**src/elr_pkg.sv**
```systemverilog
`timescale 1ns / 1ps
// Shared types and constants for the ellipse outline rasterizer.
// Holds the controller-to-datapath command and status structs; no dependencies.
package elr_pkg;

    localparam int PITCH_W = 12;
    localparam logic [PITCH_W-1:0] PITCH_RESET = 12'd960;

    // Operand pair for the shared multiplier
    typedef logic [3:0] mul_sel_t;
    localparam mul_sel_t MUL_RA_RA    = 4'd0;
    localparam mul_sel_t MUL_RB_RB    = 4'd1;
    localparam mul_sel_t MUL_A2_RB    = 4'd2;
    localparam mul_sel_t MUL_TX_TX    = 4'd3;
    localparam mul_sel_t MUL_YM_YM    = 4'd4;
    localparam mul_sel_t MUL_B2_TXSQ  = 4'd5;
    localparam mul_sel_t MUL_A2_YMSQ  = 4'd6;
    localparam mul_sel_t MUL_A2_B2    = 4'd7;
    localparam mul_sel_t MUL_YA_PITCH = 4'd8;
    localparam mul_sel_t MUL_YB_PITCH = 4'd9;

    // Which of the four symmetric pixels is emitted
    typedef logic [1:0] emit_idx_t;
    localparam emit_idx_t EMIT_FIRST = 2'd0;
    localparam emit_idx_t EMIT_LAST  = 2'd3;

    typedef struct packed {
        logic      load_start;
        logic      step_move;
        logic      step_sum;
        logic      step_acc;
        logic      init1;
        logic      wr_a2;
        logic      wr_b2;
        logic      wr_rowa;
        logic      wr_rowb;
        logic      wr_txsq;
        logic      wr_ymsq;
        logic      set_r2;
        logic      dec_load_prod;
        logic      dec_add_prod4;
        logic      dec_sub_prod4;
        logic      emit_load;
        emit_idx_t emit_idx;
        mul_sel_t  mul_sel;
    } elr_cmd_t;

    typedef struct packed {
        logic r1_exit;
        logic in_r2;
        logic done;
        logic out_free;
    } elr_status_t;

endpackage

```
**src/elr_datapath.sv**
```systemverilog
`timescale 1ns / 1ps
// Datapath of the ellipse outline rasterizer: geometry registers, shared multiplier,
// decision update and the output register. Depends on elr_pkg.
module elr_datapath
    import elr_pkg::*;
#(
    parameter int COORD_BITS = 11,
    parameter int ADDR_BITS  = 22
)
(
    input  logic                  clk,
    input  logic                  rst_n,
    input  elr_cmd_t              cmd,
    output elr_status_t           status,
    input  logic [COORD_BITS-1:0] corner_x1,
    input  logic [COORD_BITS-1:0] corner_y1,
    input  logic [COORD_BITS-1:0] corner_x2,
    input  logic [COORD_BITS-1:0] corner_y2,
    input  logic                  cfg_wr_en,
    input  logic [PITCH_W-1:0]    cfg_wr_data,
    output logic                  out_valid,
    input  logic                  out_stall,
    output logic [COORD_BITS-1:0] pixel_x,
    output logic [COORD_BITS-1:0] pixel_y,
    output logic [ADDR_BITS-1:0]  pixel_addr,
    output logic                  last,
    output logic                  done_res
);

    localparam int RAD_W = COORD_BITS - 1;
    localparam int SQ_W  = 2 * RAD_W;
    localparam int CUR_W = COORD_BITS + 1;
    localparam int DEC_W = 4 * COORD_BITS + 4;
    localparam int OPW   = 2 * COORD_BITS + 4;

    logic [PITCH_W-1:0]      pitch_reg;
    logic [RAD_W-1:0]        ra_reg, rb_reg;
    logic [COORD_BITS-1:0]   cx_reg, cy_reg;
    logic [SQ_W-1:0]         a2_reg, b2_reg;
    logic signed [CUR_W-1:0] cur_x_reg, cur_y_reg;
    logic signed [DEC_W-1:0] x_term_reg, y_term_reg, dec_reg, sum_reg, prod_reg;
    logic signed [OPW-1:0]   txsq_reg, ymsq_reg;
    logic                    r2_reg, mvx_reg, mvy_reg;
    logic [COORD_BITS-1:0]   xa_reg, xb_reg, ya_reg, yb_reg;
    logic [ADDR_BITS-1:0]    rowa_reg, rowb_reg;
    logic                    out_valid_reg;
    logic [COORD_BITS-1:0]   px_reg, py_reg;
    logic [ADDR_BITS-1:0]    addr_reg;
    logic                    last_reg, done_reg;

    logic [COORD_BITS-1:0]   dx, dy;
    logic [COORD_BITS:0]     sx, sy;
    logic signed [DEC_W-1:0] a2_d, b2_d, prod4;
    logic signed [CUR_W:0]   tx, ym;
    logic signed [OPW-1:0]   op_a, op_b;
    logic signed [2*OPW-1:0] prod_full;
    logic                    dec_neg, dec_pos, mvx, mvy, out_free, done_now;
    logic [COORD_BITS-1:0]   sel_x, sel_y;
    logic [ADDR_BITS-1:0]    sel_row;

    // Corner arithmetic
    assign dx = (corner_x2 > corner_x1) ? corner_x2 - corner_x1 : corner_x1 - corner_x2;
    assign dy = (corner_y2 > corner_y1) ? corner_y2 - corner_y1 : corner_y1 - corner_y2;
    assign sx = {1'b0, corner_x1} + {1'b0, corner_x2};
    assign sy = {1'b0, corner_y1} + {1'b0, corner_y2};

    assign a2_d  = $signed(DEC_W'(a2_reg));
    assign b2_d  = $signed(DEC_W'(b2_reg));
    assign prod4 = prod_reg <<< 2;
    assign tx    = {cur_x_reg, 1'b1};
    assign ym    = (CUR_W + 1)'(cur_y_reg) - (CUR_W + 1)'(1);

    assign dec_neg = dec_reg[DEC_W-1];
    assign dec_pos = !dec_neg && (dec_reg != '0);
    assign mvx     = !r2_reg || !dec_pos;
    assign mvy     = r2_reg || !dec_neg;

    always_comb
    begin
        op_a = $signed(OPW'(ra_reg));
        op_b = $signed(OPW'(ra_reg));
        case (cmd.mul_sel)
            MUL_RA_RA:
            begin
                op_a = $signed(OPW'(ra_reg));
                op_b = $signed(OPW'(ra_reg));
            end
            MUL_RB_RB:
            begin
                op_a = $signed(OPW'(rb_reg));
                op_b = $signed(OPW'(rb_reg));
            end
            MUL_A2_RB:
            begin
                op_a = $signed(OPW'(a2_reg));
                op_b = $signed(OPW'(rb_reg));
            end
            MUL_TX_TX:
            begin
                op_a = OPW'(tx);
                op_b = OPW'(tx);
            end
            MUL_YM_YM:
            begin
                op_a = OPW'(ym);
                op_b = OPW'(ym);
            end
            MUL_B2_TXSQ:
            begin
                op_a = $signed(OPW'(b2_reg));
                op_b = txsq_reg;
            end
            MUL_A2_YMSQ:
            begin
                op_a = $signed(OPW'(a2_reg));
                op_b = ymsq_reg;
            end
            MUL_A2_B2:
            begin
                op_a = $signed(OPW'(a2_reg));
                op_b = $signed(OPW'(b2_reg));
            end
            MUL_YA_PITCH:
            begin
                op_a = $signed(OPW'(ya_reg));
                op_b = $signed(OPW'(pitch_reg));
            end
            MUL_YB_PITCH:
            begin
                op_a = $signed(OPW'(yb_reg));
                op_b = $signed(OPW'(pitch_reg));
            end
            default:
            begin
                op_a = $signed(OPW'(ra_reg));
                op_b = $signed(OPW'(ra_reg));
            end
        endcase
    end

    assign prod_full = op_a * op_b;

    // Pick the symmetric pixel for this transfer
    always_comb
    begin
        sel_x   = xa_reg;
        sel_y   = ya_reg;
        sel_row = rowa_reg;
        case (cmd.emit_idx)
            2'd0:
            begin
                sel_x   = xa_reg;
                sel_y   = ya_reg;
                sel_row = rowa_reg;
            end
            2'd1:
            begin
                sel_x   = xb_reg;
                sel_y   = ya_reg;
                sel_row = rowa_reg;
            end
            2'd2:
            begin
                sel_x   = xa_reg;
                sel_y   = yb_reg;
                sel_row = rowb_reg;
            end
            default:
            begin
                sel_x   = xb_reg;
                sel_y   = yb_reg;
                sel_row = rowb_reg;
            end
        endcase
    end

    assign done_now = r2_reg && cur_y_reg[CUR_W-1];
    assign out_free = !out_valid_reg || !out_stall;

    // Control registers
    always_ff @(posedge clk or negedge rst_n)
    begin
        if (!rst_n)
        begin
            pitch_reg     <= PITCH_RESET;
            r2_reg        <= 1'b0;
            out_valid_reg <= 1'b0;
        end
        else
        begin
            if (cfg_wr_en)
                pitch_reg <= cfg_wr_data;
            if (cmd.load_start)
                r2_reg <= 1'b0;
            else if (cmd.set_r2)
                r2_reg <= 1'b1;
            if (cmd.emit_load)
                out_valid_reg <= 1'b1;
            else if (!out_stall)
                out_valid_reg <= 1'b0;
        end
    end

    // Payload registers
    always_ff @(posedge clk)
    begin
        prod_reg <= prod_full[DEC_W-1:0];
        if (cmd.load_start)
        begin
            ra_reg     <= dx[COORD_BITS-1:1];
            rb_reg     <= dy[COORD_BITS-1:1];
            cx_reg     <= sx[COORD_BITS:1];
            cy_reg     <= sy[COORD_BITS:1];
            cur_x_reg  <= '0;
            cur_y_reg  <= $signed(CUR_W'(dy[COORD_BITS-1:1]));
            x_term_reg <= '0;
        end
        if (cmd.wr_a2)
            a2_reg <= prod_reg[SQ_W-1:0];
        if (cmd.wr_b2)
            b2_reg <= prod_reg[SQ_W-1:0];
        if (cmd.init1)
        begin
            y_term_reg <= prod_reg <<< 1;
            dec_reg    <= (b2_d <<< 2) - prod4 + a2_d;
        end
        if (cmd.step_move)
        begin
            // Latch the pixels of the current point, then advance it
            xa_reg  <= cx_reg + cur_x_reg[COORD_BITS-1:0];
            xb_reg  <= cx_reg - cur_x_reg[COORD_BITS-1:0];
            ya_reg  <= cy_reg + cur_y_reg[COORD_BITS-1:0];
            yb_reg  <= cy_reg - cur_y_reg[COORD_BITS-1:0];
            mvx_reg <= mvx;
            mvy_reg <= mvy;
            if (mvx)
            begin
                cur_x_reg  <= cur_x_reg + CUR_W'(1);
                x_term_reg <= x_term_reg + (b2_d <<< 1);
            end
            if (mvy)
            begin
                cur_y_reg  <= cur_y_reg - CUR_W'(1);
                y_term_reg <= y_term_reg - (a2_d <<< 1);
            end
        end
        if (cmd.step_sum)
            sum_reg <= (mvx_reg ? x_term_reg : '0) - (mvy_reg ? y_term_reg : '0)
                       + (r2_reg ? a2_d : b2_d);
        if (cmd.step_acc)
            dec_reg <= dec_reg + (sum_reg <<< 2);
        if (cmd.wr_rowa)
            rowa_reg <= prod_reg[ADDR_BITS-1:0];
        if (cmd.wr_rowb)
            rowb_reg <= prod_reg[ADDR_BITS-1:0];
        if (cmd.wr_txsq)
            txsq_reg <= prod_reg[OPW-1:0];
        if (cmd.wr_ymsq)
            ymsq_reg <= prod_reg[OPW-1:0];
        if (cmd.dec_load_prod)
            dec_reg <= prod_reg;
        if (cmd.dec_add_prod4)
            dec_reg <= dec_reg + prod4;
        if (cmd.dec_sub_prod4)
            dec_reg <= dec_reg - prod4;
        if (cmd.emit_load)
        begin
            px_reg   <= sel_x;
            py_reg   <= sel_y;
            addr_reg <= ADDR_BITS'(sel_x) + sel_row;
            last_reg <= (cmd.emit_idx == EMIT_LAST);
            done_reg <= done_now;
        end
    end

    assign status.r1_exit  = !((x_term_reg < y_term_reg) && !cur_y_reg[CUR_W-1]);
    assign status.in_r2    = r2_reg;
    assign status.done     = done_now;
    assign status.out_free = out_free;

    assign out_valid  = out_valid_reg;
    assign pixel_x    = px_reg;
    assign pixel_y    = py_reg;
    assign pixel_addr = addr_reg;
    assign last       = last_reg;
    assign done_res   = done_reg;

endmodule

```
**src/elr_controller.sv**
```systemverilog
`timescale 1ns / 1ps
// Sequencer of the ellipse outline rasterizer: steps the datapath through setup,
// point update, region-two entry and the four pixel transfers. Depends on elr_pkg.
module elr_controller
    import elr_pkg::*;
(
    input  logic        clk,
    input  logic        rst_n,
    input  logic        in_valid,
    output logic        in_stall,
    input  logic        func,
    input  elr_status_t status,
    output elr_cmd_t    cmd
);

    localparam logic [3:0] ST_IDLE  = 4'd0;
    localparam logic [3:0] ST_SQA   = 4'd1;
    localparam logic [3:0] ST_SQB   = 4'd2;
    localparam logic [3:0] ST_YT    = 4'd3;
    localparam logic [3:0] ST_INIT  = 4'd4;
    localparam logic [3:0] ST_UPD2  = 4'd5;
    localparam logic [3:0] ST_UPD3  = 4'd6;
    localparam logic [3:0] ST_CHK   = 4'd7;
    localparam logic [3:0] ST_E_TX  = 4'd8;
    localparam logic [3:0] ST_E_YM  = 4'd9;
    localparam logic [3:0] ST_E_BT  = 4'd10;
    localparam logic [3:0] ST_E_AY  = 4'd11;
    localparam logic [3:0] ST_E_AB  = 4'd12;
    localparam logic [3:0] ST_E_FIN = 4'd13;
    localparam logic [3:0] ST_EMIT  = 4'd14;

    logic [3:0] state_reg, state_next;
    logic       active_reg, active_next;
    logic       from_step_reg, from_step_next;
    emit_idx_t  cnt_reg, cnt_next;

    always_ff @(posedge clk or negedge rst_n)
    begin
        if (!rst_n)
        begin
            state_reg     <= ST_IDLE;
            active_reg    <= 1'b0;
            from_step_reg <= 1'b0;
            cnt_reg       <= EMIT_FIRST;
        end
        else
        begin
            state_reg     <= state_next;
            active_reg    <= active_next;
            from_step_reg <= from_step_next;
            cnt_reg       <= cnt_next;
        end
    end

    assign in_stall = (state_reg != ST_IDLE);

    always_comb
    begin
        cmd            = '0;
        cmd.mul_sel    = MUL_RA_RA;
        cmd.emit_idx   = cnt_reg;
        state_next     = state_reg;
        active_next    = active_reg;
        from_step_next = from_step_reg;
        cnt_next       = cnt_reg;
        case (state_reg)
            ST_IDLE:
            begin
                cnt_next = EMIT_FIRST;
                if (in_valid)
                begin
                    if (!func)
                    begin
                        cmd.load_start = 1'b1;
                        active_next    = 1'b1;
                        from_step_next = 1'b0;
                        state_next     = ST_SQA;
                    end
                    else if (active_reg)
                    begin
                        cmd.step_move  = 1'b1;
                        from_step_next = 1'b1;
                        state_next     = ST_UPD2;
                    end
                end
            end
            ST_SQA:
            begin
                cmd.mul_sel = MUL_RA_RA;
                state_next  = ST_SQB;
            end
            ST_SQB:
            begin
                cmd.wr_a2   = 1'b1;
                cmd.mul_sel = MUL_RB_RB;
                state_next  = ST_YT;
            end
            ST_YT:
            begin
                cmd.wr_b2   = 1'b1;
                cmd.mul_sel = MUL_A2_RB;
                state_next  = ST_INIT;
            end
            ST_INIT:
            begin
                cmd.init1  = 1'b1;
                state_next = ST_CHK;
            end
            ST_UPD2:
            begin
                cmd.step_sum = 1'b1;
                cmd.mul_sel  = MUL_YA_PITCH;
                state_next   = ST_UPD3;
            end
            ST_UPD3:
            begin
                cmd.step_acc = 1'b1;
                cmd.wr_rowa  = 1'b1;
                cmd.mul_sel  = MUL_YB_PITCH;
                state_next   = ST_CHK;
            end
            ST_CHK:
            begin
                cmd.wr_rowb = 1'b1;
                if (!status.in_r2 && status.r1_exit)
                    state_next = ST_E_TX;
                else if (from_step_reg)
                    state_next = ST_EMIT;
                else
                    state_next = ST_IDLE;
            end
            ST_E_TX:
            begin
                cmd.set_r2  = 1'b1;
                cmd.mul_sel = MUL_TX_TX;
                state_next  = ST_E_YM;
            end
            ST_E_YM:
            begin
                cmd.wr_txsq = 1'b1;
                cmd.mul_sel = MUL_YM_YM;
                state_next  = ST_E_BT;
            end
            ST_E_BT:
            begin
                cmd.wr_ymsq = 1'b1;
                cmd.mul_sel = MUL_B2_TXSQ;
                state_next  = ST_E_AY;
            end
            ST_E_AY:
            begin
                cmd.dec_load_prod = 1'b1;
                cmd.mul_sel       = MUL_A2_YMSQ;
                state_next        = ST_E_AB;
            end
            ST_E_AB:
            begin
                cmd.dec_add_prod4 = 1'b1;
                cmd.mul_sel       = MUL_A2_B2;
                state_next        = ST_E_FIN;
            end
            ST_E_FIN:
            begin
                cmd.dec_sub_prod4 = 1'b1;
                state_next        = from_step_reg ? ST_EMIT : ST_IDLE;
            end
            ST_EMIT:
            begin
                // Hold the pixel until the output register frees up
                if (status.out_free)
                begin
                    cmd.emit_load = 1'b1;
                    if (cnt_reg == EMIT_LAST)
                    begin
                        state_next = ST_IDLE;
                        if (status.done)
                            active_next = 1'b0;
                    end
                    else
                        cnt_next = cnt_reg + 2'd1;
                end
            end
            default:
            begin
                state_next = ST_IDLE;
            end
        endcase
    end

endmodule

```
**src/ellipse_outline_rasterizer.sv**
```systemverilog
`timescale 1ns / 1ps
// Ellipse outline rasterizer, midpoint algorithm with two regions: top level.
// Ties elr_controller to elr_datapath; depends on elr_pkg.
//
// Send a start item (func 0) with two bounding-box corners, then one step item
// (func 1) per outline point; each step yields four pixel transfers in the order
// (cx+x,cy+y), (cx-x,cy+y), (cx+x,cy-y), (cx-x,cy-y), with last on the fourth and
// done_res on all four of the step that finishes the ellipse. Pixels are not
// clipped, duplicates are kept, and pixel_addr is pixel_x + pixel_y * row_pitch,
// wrapped to ADDR_BITS. The next item is taken only once the block is idle again;
// a start squares the radii and sets up the decision variable, and a step updates
// the point, forms the two row offsets, then hands out the pixels one per cycle
// unless out_stall holds them. Moving into region two happens once per ellipse, in
// the one shared multiplier. A step while no ellipse is active is accepted and
// ignored; a start always restarts. Write row_pitch only while the block is idle.
module ellipse_outline_rasterizer
    import elr_pkg::*;
#(
    parameter int COORD_BITS = 11,
    parameter int ADDR_BITS  = 22
)
(
    input  logic                  clk,
    input  logic                  rst_n,
    input  logic                  in_valid,
    output logic                  in_stall,
    input  logic                  func,
    input  logic [COORD_BITS-1:0] corner_x1,
    input  logic [COORD_BITS-1:0] corner_y1,
    input  logic [COORD_BITS-1:0] corner_x2,
    input  logic [COORD_BITS-1:0] corner_y2,
    input  logic                  cfg_wr_en,
    input  logic [PITCH_W-1:0]    cfg_wr_data,
    output logic                  out_valid,
    input  logic                  out_stall,
    output logic [COORD_BITS-1:0] pixel_x,
    output logic [COORD_BITS-1:0] pixel_y,
    output logic [ADDR_BITS-1:0]  pixel_addr,
    output logic                  last,
    output logic                  done_res
);

    elr_cmd_t    cmd;
    elr_status_t status;

    // Sequencer: owns the handshake on the input side and the active flag
    elr_controller u_ctrl (
        .clk      (clk),
        .rst_n    (rst_n),
        .in_valid (in_valid),
        .in_stall (in_stall),
        .func     (func),
        .status   (status),
        .cmd      (cmd)
    );

    // Datapath: geometry, multiplier, decision variable, output register
    elr_datapath #(
        .COORD_BITS (COORD_BITS),
        .ADDR_BITS  (ADDR_BITS)
    ) u_dp (
        .clk         (clk),
        .rst_n       (rst_n),
        .cmd         (cmd),
        .status      (status),
        .corner_x1   (corner_x1),
        .corner_y1   (corner_y1),
        .corner_x2   (corner_x2),
        .corner_y2   (corner_y2),
        .cfg_wr_en   (cfg_wr_en),
        .cfg_wr_data (cfg_wr_data),
        .out_valid   (out_valid),
        .out_stall   (out_stall),
        .pixel_x     (pixel_x),
        .pixel_y     (pixel_y),
        .pixel_addr  (pixel_addr),
        .last        (last),
        .done_res    (done_res)
    );

`ifndef SYNTHESIS
    // No input transfer while pixels are being handed out
    assert property (@(posedge clk) disable iff (!rst_n)
        (in_valid && !in_stall) |-> !cmd.emit_load)
        else $error("input transfer during pixel emit");

    // Only one writer of the decision variable per cycle
    assert property (@(posedge clk) disable iff (!rst_n)
        $onehot0({cmd.init1, cmd.step_acc, cmd.dec_load_prod,
                  cmd.dec_add_prod4, cmd.dec_sub_prod4}))
        else $error("conflicting decision updates");

    // The fourth pixel of a step returns the block to idle
    assert property (@(posedge clk) disable iff (!rst_n)
        (cmd.emit_load && cmd.emit_idx == EMIT_LAST) |=> !in_stall)
        else $error("block not idle after last pixel");

    // Region two is entered only from region one
    assert property (@(posedge clk) disable iff (!rst_n)
        cmd.set_r2 |-> !status.in_r2)
        else $error("region two entered twice");
`endif

endmodule
```
**config.mk**
```make
export PLATFORM = sky130hd
export DESIGN_NAME = ellipse_outline_rasterizer
export DESIGN_NICKNAME = d
export VERILOG_FILES = /design/src/elr_pkg.sv /design/src/elr_datapath.sv /design/src/elr_controller.sv /design/src/ellipse_outline_rasterizer.sv
export SDC_FILE = /design/constraint.sdc
export NUM_CORES = 2
export LEC_CHECK = 0
export BUFFER_PORTS_ARGS = -buffer_cell sky130_fd_sc_hd__buf_2
export CAP_MARGIN = 20
export CORE_ASPECT_RATIO = 1.4
export CORE_MARGIN = 10
export CORE_UTILIZATION = 55
export CTS_BUF_LIST = sky130_fd_sc_hd__clkbuf_4 sky130_fd_sc_hd__clkbuf_8 sky130_fd_sc_hd__clkbuf_16
export CTS_CLUSTER_SIZE = 16
export DETAILED_ROUTE_END_ITERATION = 8
export GPL_TIMING_DRIVEN = 0
export PLACE_DENSITY_LB_ADDON = 0.08
export SLEW_MARGIN = 20
export SYNTH_ARGS = -nofsm -noshare
export SYNTH_HDL_FRONTEND = slang
export SYNTH_HIERARCHICAL = 1
export SYNTH_SLANG_ARGS = --single-unit
```
**constraint.sdc**
```tcl
create_clock -name clk -period 11.72 [get_ports clk]
set_clock_uncertainty 0.1 [all_clocks]
set_input_delay 2.344 -clock clk [delete_from_list [all_inputs] [get_ports clk]]
set_output_delay 2.344 -clock clk [all_outputs]
set_load 0.02 [all_outputs]
```
==> impl_metrics.tcl <==
set metrics [dict create \
    status "complete, but fails checks" \
    violations "DRC" \
    clkTransAtPathRegs_ns 0.07 \
    first_iter_violations 5263 \
    end_kind "flop" \
    worstPathRequired_ns 12.14 \
    finalMaxSlewViolations 0 \
    die-area_mm2 0.130 \
    place_inst 8677 \
    num_vias 54200 \
    netlist.top_cell.by_area "fa_1" \
    antenna_found_initial 12 \
    ys_seq_area_share_pct 23.3 \
    fin_area_mm2 0.0692 \
    clock-sinks 552 \
    synthArstFlopShare_pct 3.99 \
    ios 110 \
    io_buffers 109 \
    grt_max_degree 47 \
    crit_slowest_cell "o22a_1" \
    numCtsBuffers 60 \
    period_share_pct 97.5 \
    max_stage_delay_ns 0.76 \
    crit_type "flop to flop" \
    period_minus_slack_ns 11.43 \
    path_buf_inv 9 \
    crit_top_cell "fa_1" \
    cp_max_fo 10 \
    nNetsFinal 8537 \
    place.gp.congestion 1.04 \
    vias_per_cell 6.16 \
    slew_headroom_pct 15.9 \
    grt.total_usage_pct 34.8 \
    root_buffer "clkbuf_16" \
    syn-mean-instance-area_um2 9.03 \
    syn_to_final_growth_pct 8.77 \
    synth_edf_count 364 \
    cp.arrival_ns 11.84 \
    initial_utilization_pct 55.4 \
    yosys_warnings 6 \
    drc 1 \
    maxCapViolCount 0 \
    critical_path.startpoint_type "flop" \
    dieWidth_um 307 \
    dp_hpwl_um 185000 \
    grt.overflow.total 0 \
    post_route_cells_drive_above_1_share_pct 7.40 \
    synth_area_mm2 0.0636 \
    cts_tree "yes" \
    hold_path_class "flop to flop" \
    fin_cells 8797 \
    max_freq_mhz 87.5 \
    cts_buffer_depth 3 \
    clk_latency_ns 0.73 \
    ys_ff_latch 552 \
    finalSetupViolations 0 \
    synthesis.nets 8335 \
    drt-total-wl_um 230000 \
    core_mm2 0.115 \
    tightest_slew_ns 1.25 \
    avgRoutedWirePerCell_um 26.1 \
    final_cell_mix "1045 x inv_1, 662 x nand2_1, 652 x fa_1" \
    syn_inst 7047 \
    die_y_um 422 \
    ys_top_cells_by_area "fa_1 21%, edfxtp_1 17%, ha_1 11%" \
    ant_nets 0 \
    grt_pass1_wl_um 339000 \
    hold_violations 0 \
    ys_types 105 \
    placed_cell_area_mm2 0.0667 \
    ys.flop_type "edfxtp_1" \
    synth_top_area_share_pct 20.5 \
    htreeDepth 2 \
    final_common_cell "inv_1" \
    rows 147 \
    grt_pass1_vias 54100 \
    cp_top_family "compound AO/OA/AOI/OAI gates" \
    first_pass_iters 9 \
]
per-layer routing:
metal,global-route usage (%),up-vias,wire length (um)
met2,55.8,2736,105000
met1,42.1,26400,84200
li1,-,24300,-
met4,22.6,14,18100
met3,7.45,754,22700
met5,0,-,113
cell families (layout without fill, tap and decap cells):
logic type / count (synthesis) / count (layout) / share of synthesized area (%)
AND/OR/NAND/NOR: 1872 / 1872 / 13.5
AO/OA/AOI/OAI: 1608 / 1608 / 16.7
buffers and inverters: 1338 / 1592 / 8.15
adder cells (fa/ha/maj): 1226 / 1226 / 31.8
flip-flops: 552 / 552 / 23.3
XOR/XNOR: 332 / 332 / 4.57
multiplexers: 119 / 119 / 1.98
other: 0 / 6 / 0
path summary, 6_finish.rpt:
check / endpoint / depth (start not counted) / start / slack (ns)
setup / recovery: u_dp/prod_reg[47]$_DFF_P_ / 34 / u_ctrl/state_reg[3]$_DFFE_PN0P_ / 0.29
hold / removal: u_dp/pixel_x[0]$_DFFE_PP_ / 0 / u_dp/xa_reg[0]$_DFFE_PP_ / 0.39
setup reg to reg: u_dp/prod_reg[47]$_DFF_P_ / 34 / u_ctrl/state_reg[3]$_DFFE_PN0P_ / 0.29
hold reg to reg: u_dp/pixel_x[0]$_DFFE_PP_ / 0 / u_dp/xa_reg[0]$_DFFE_PP_ / 0.39
max in group asynchronous: u_dp/pitch_reg[5]$_DFFE_PN0P_ / 1 / rst_n / 9.52
min in group asynchronous: u_dp/r2_reg$_DFFE_PN0P_ / 1 / rst_n / 1.56
through the flow:
stage	worst slack [ns]	hold WS, ns	setup TNS [ns]	utilization (%)
after global placement	-1.95	0.361	-31.16	57.5
final	0.294	0.390	0	60.3
after floorplan	2.15	0.327	0	-
after global routing	-0.0657	0.407	-0.0657	60.3
after detailed placement	-1.35	0.376	-14.22	58.1
after CTS	0.00102	0.395	0	60.2
final cells by class:
class                   instances  area, um^2
clock inverters                41         619
repair buffers                147         953
plain buffers                 282        1290
multi-input cells            5157       44100
diodes                          6        15.0
well taps                    1490        1860
fillers                     10200       45600
flip-flops and latches        552       14800
clock buffers                  73        1650
inverters                    1049        3940
timing repair:
item | CTS | global route
hold buffers | 0 | 0
hold endpoints to repair | 0 | 0
pin swaps | 0 | 6
setup endpoints to repair | 19 | 12
resized for setup | 57 | 50
setup buffers | 0 | 7
cells in the mapped netlist (all sizes together), types with 105 or more instances:
| master | number |
|---|---|
| xor2 | 105 |
| edfxtp | 364 |
| fa | 653 |
| nand2 | 664 |
| nand3 | 126 |
| a21o | 193 |
| a21oi | 431 |
| nor2 | 539 |
| inv | 1046 |
| o21ai | 305 |
| ha | 573 |
| xnor2 | 227 |
| clkbuf | 225 |
| dfxtp | 166 |
Power is not shown: default switching activity piles up to over one toggle a cycle in this logic, so the estimate is an artifact.
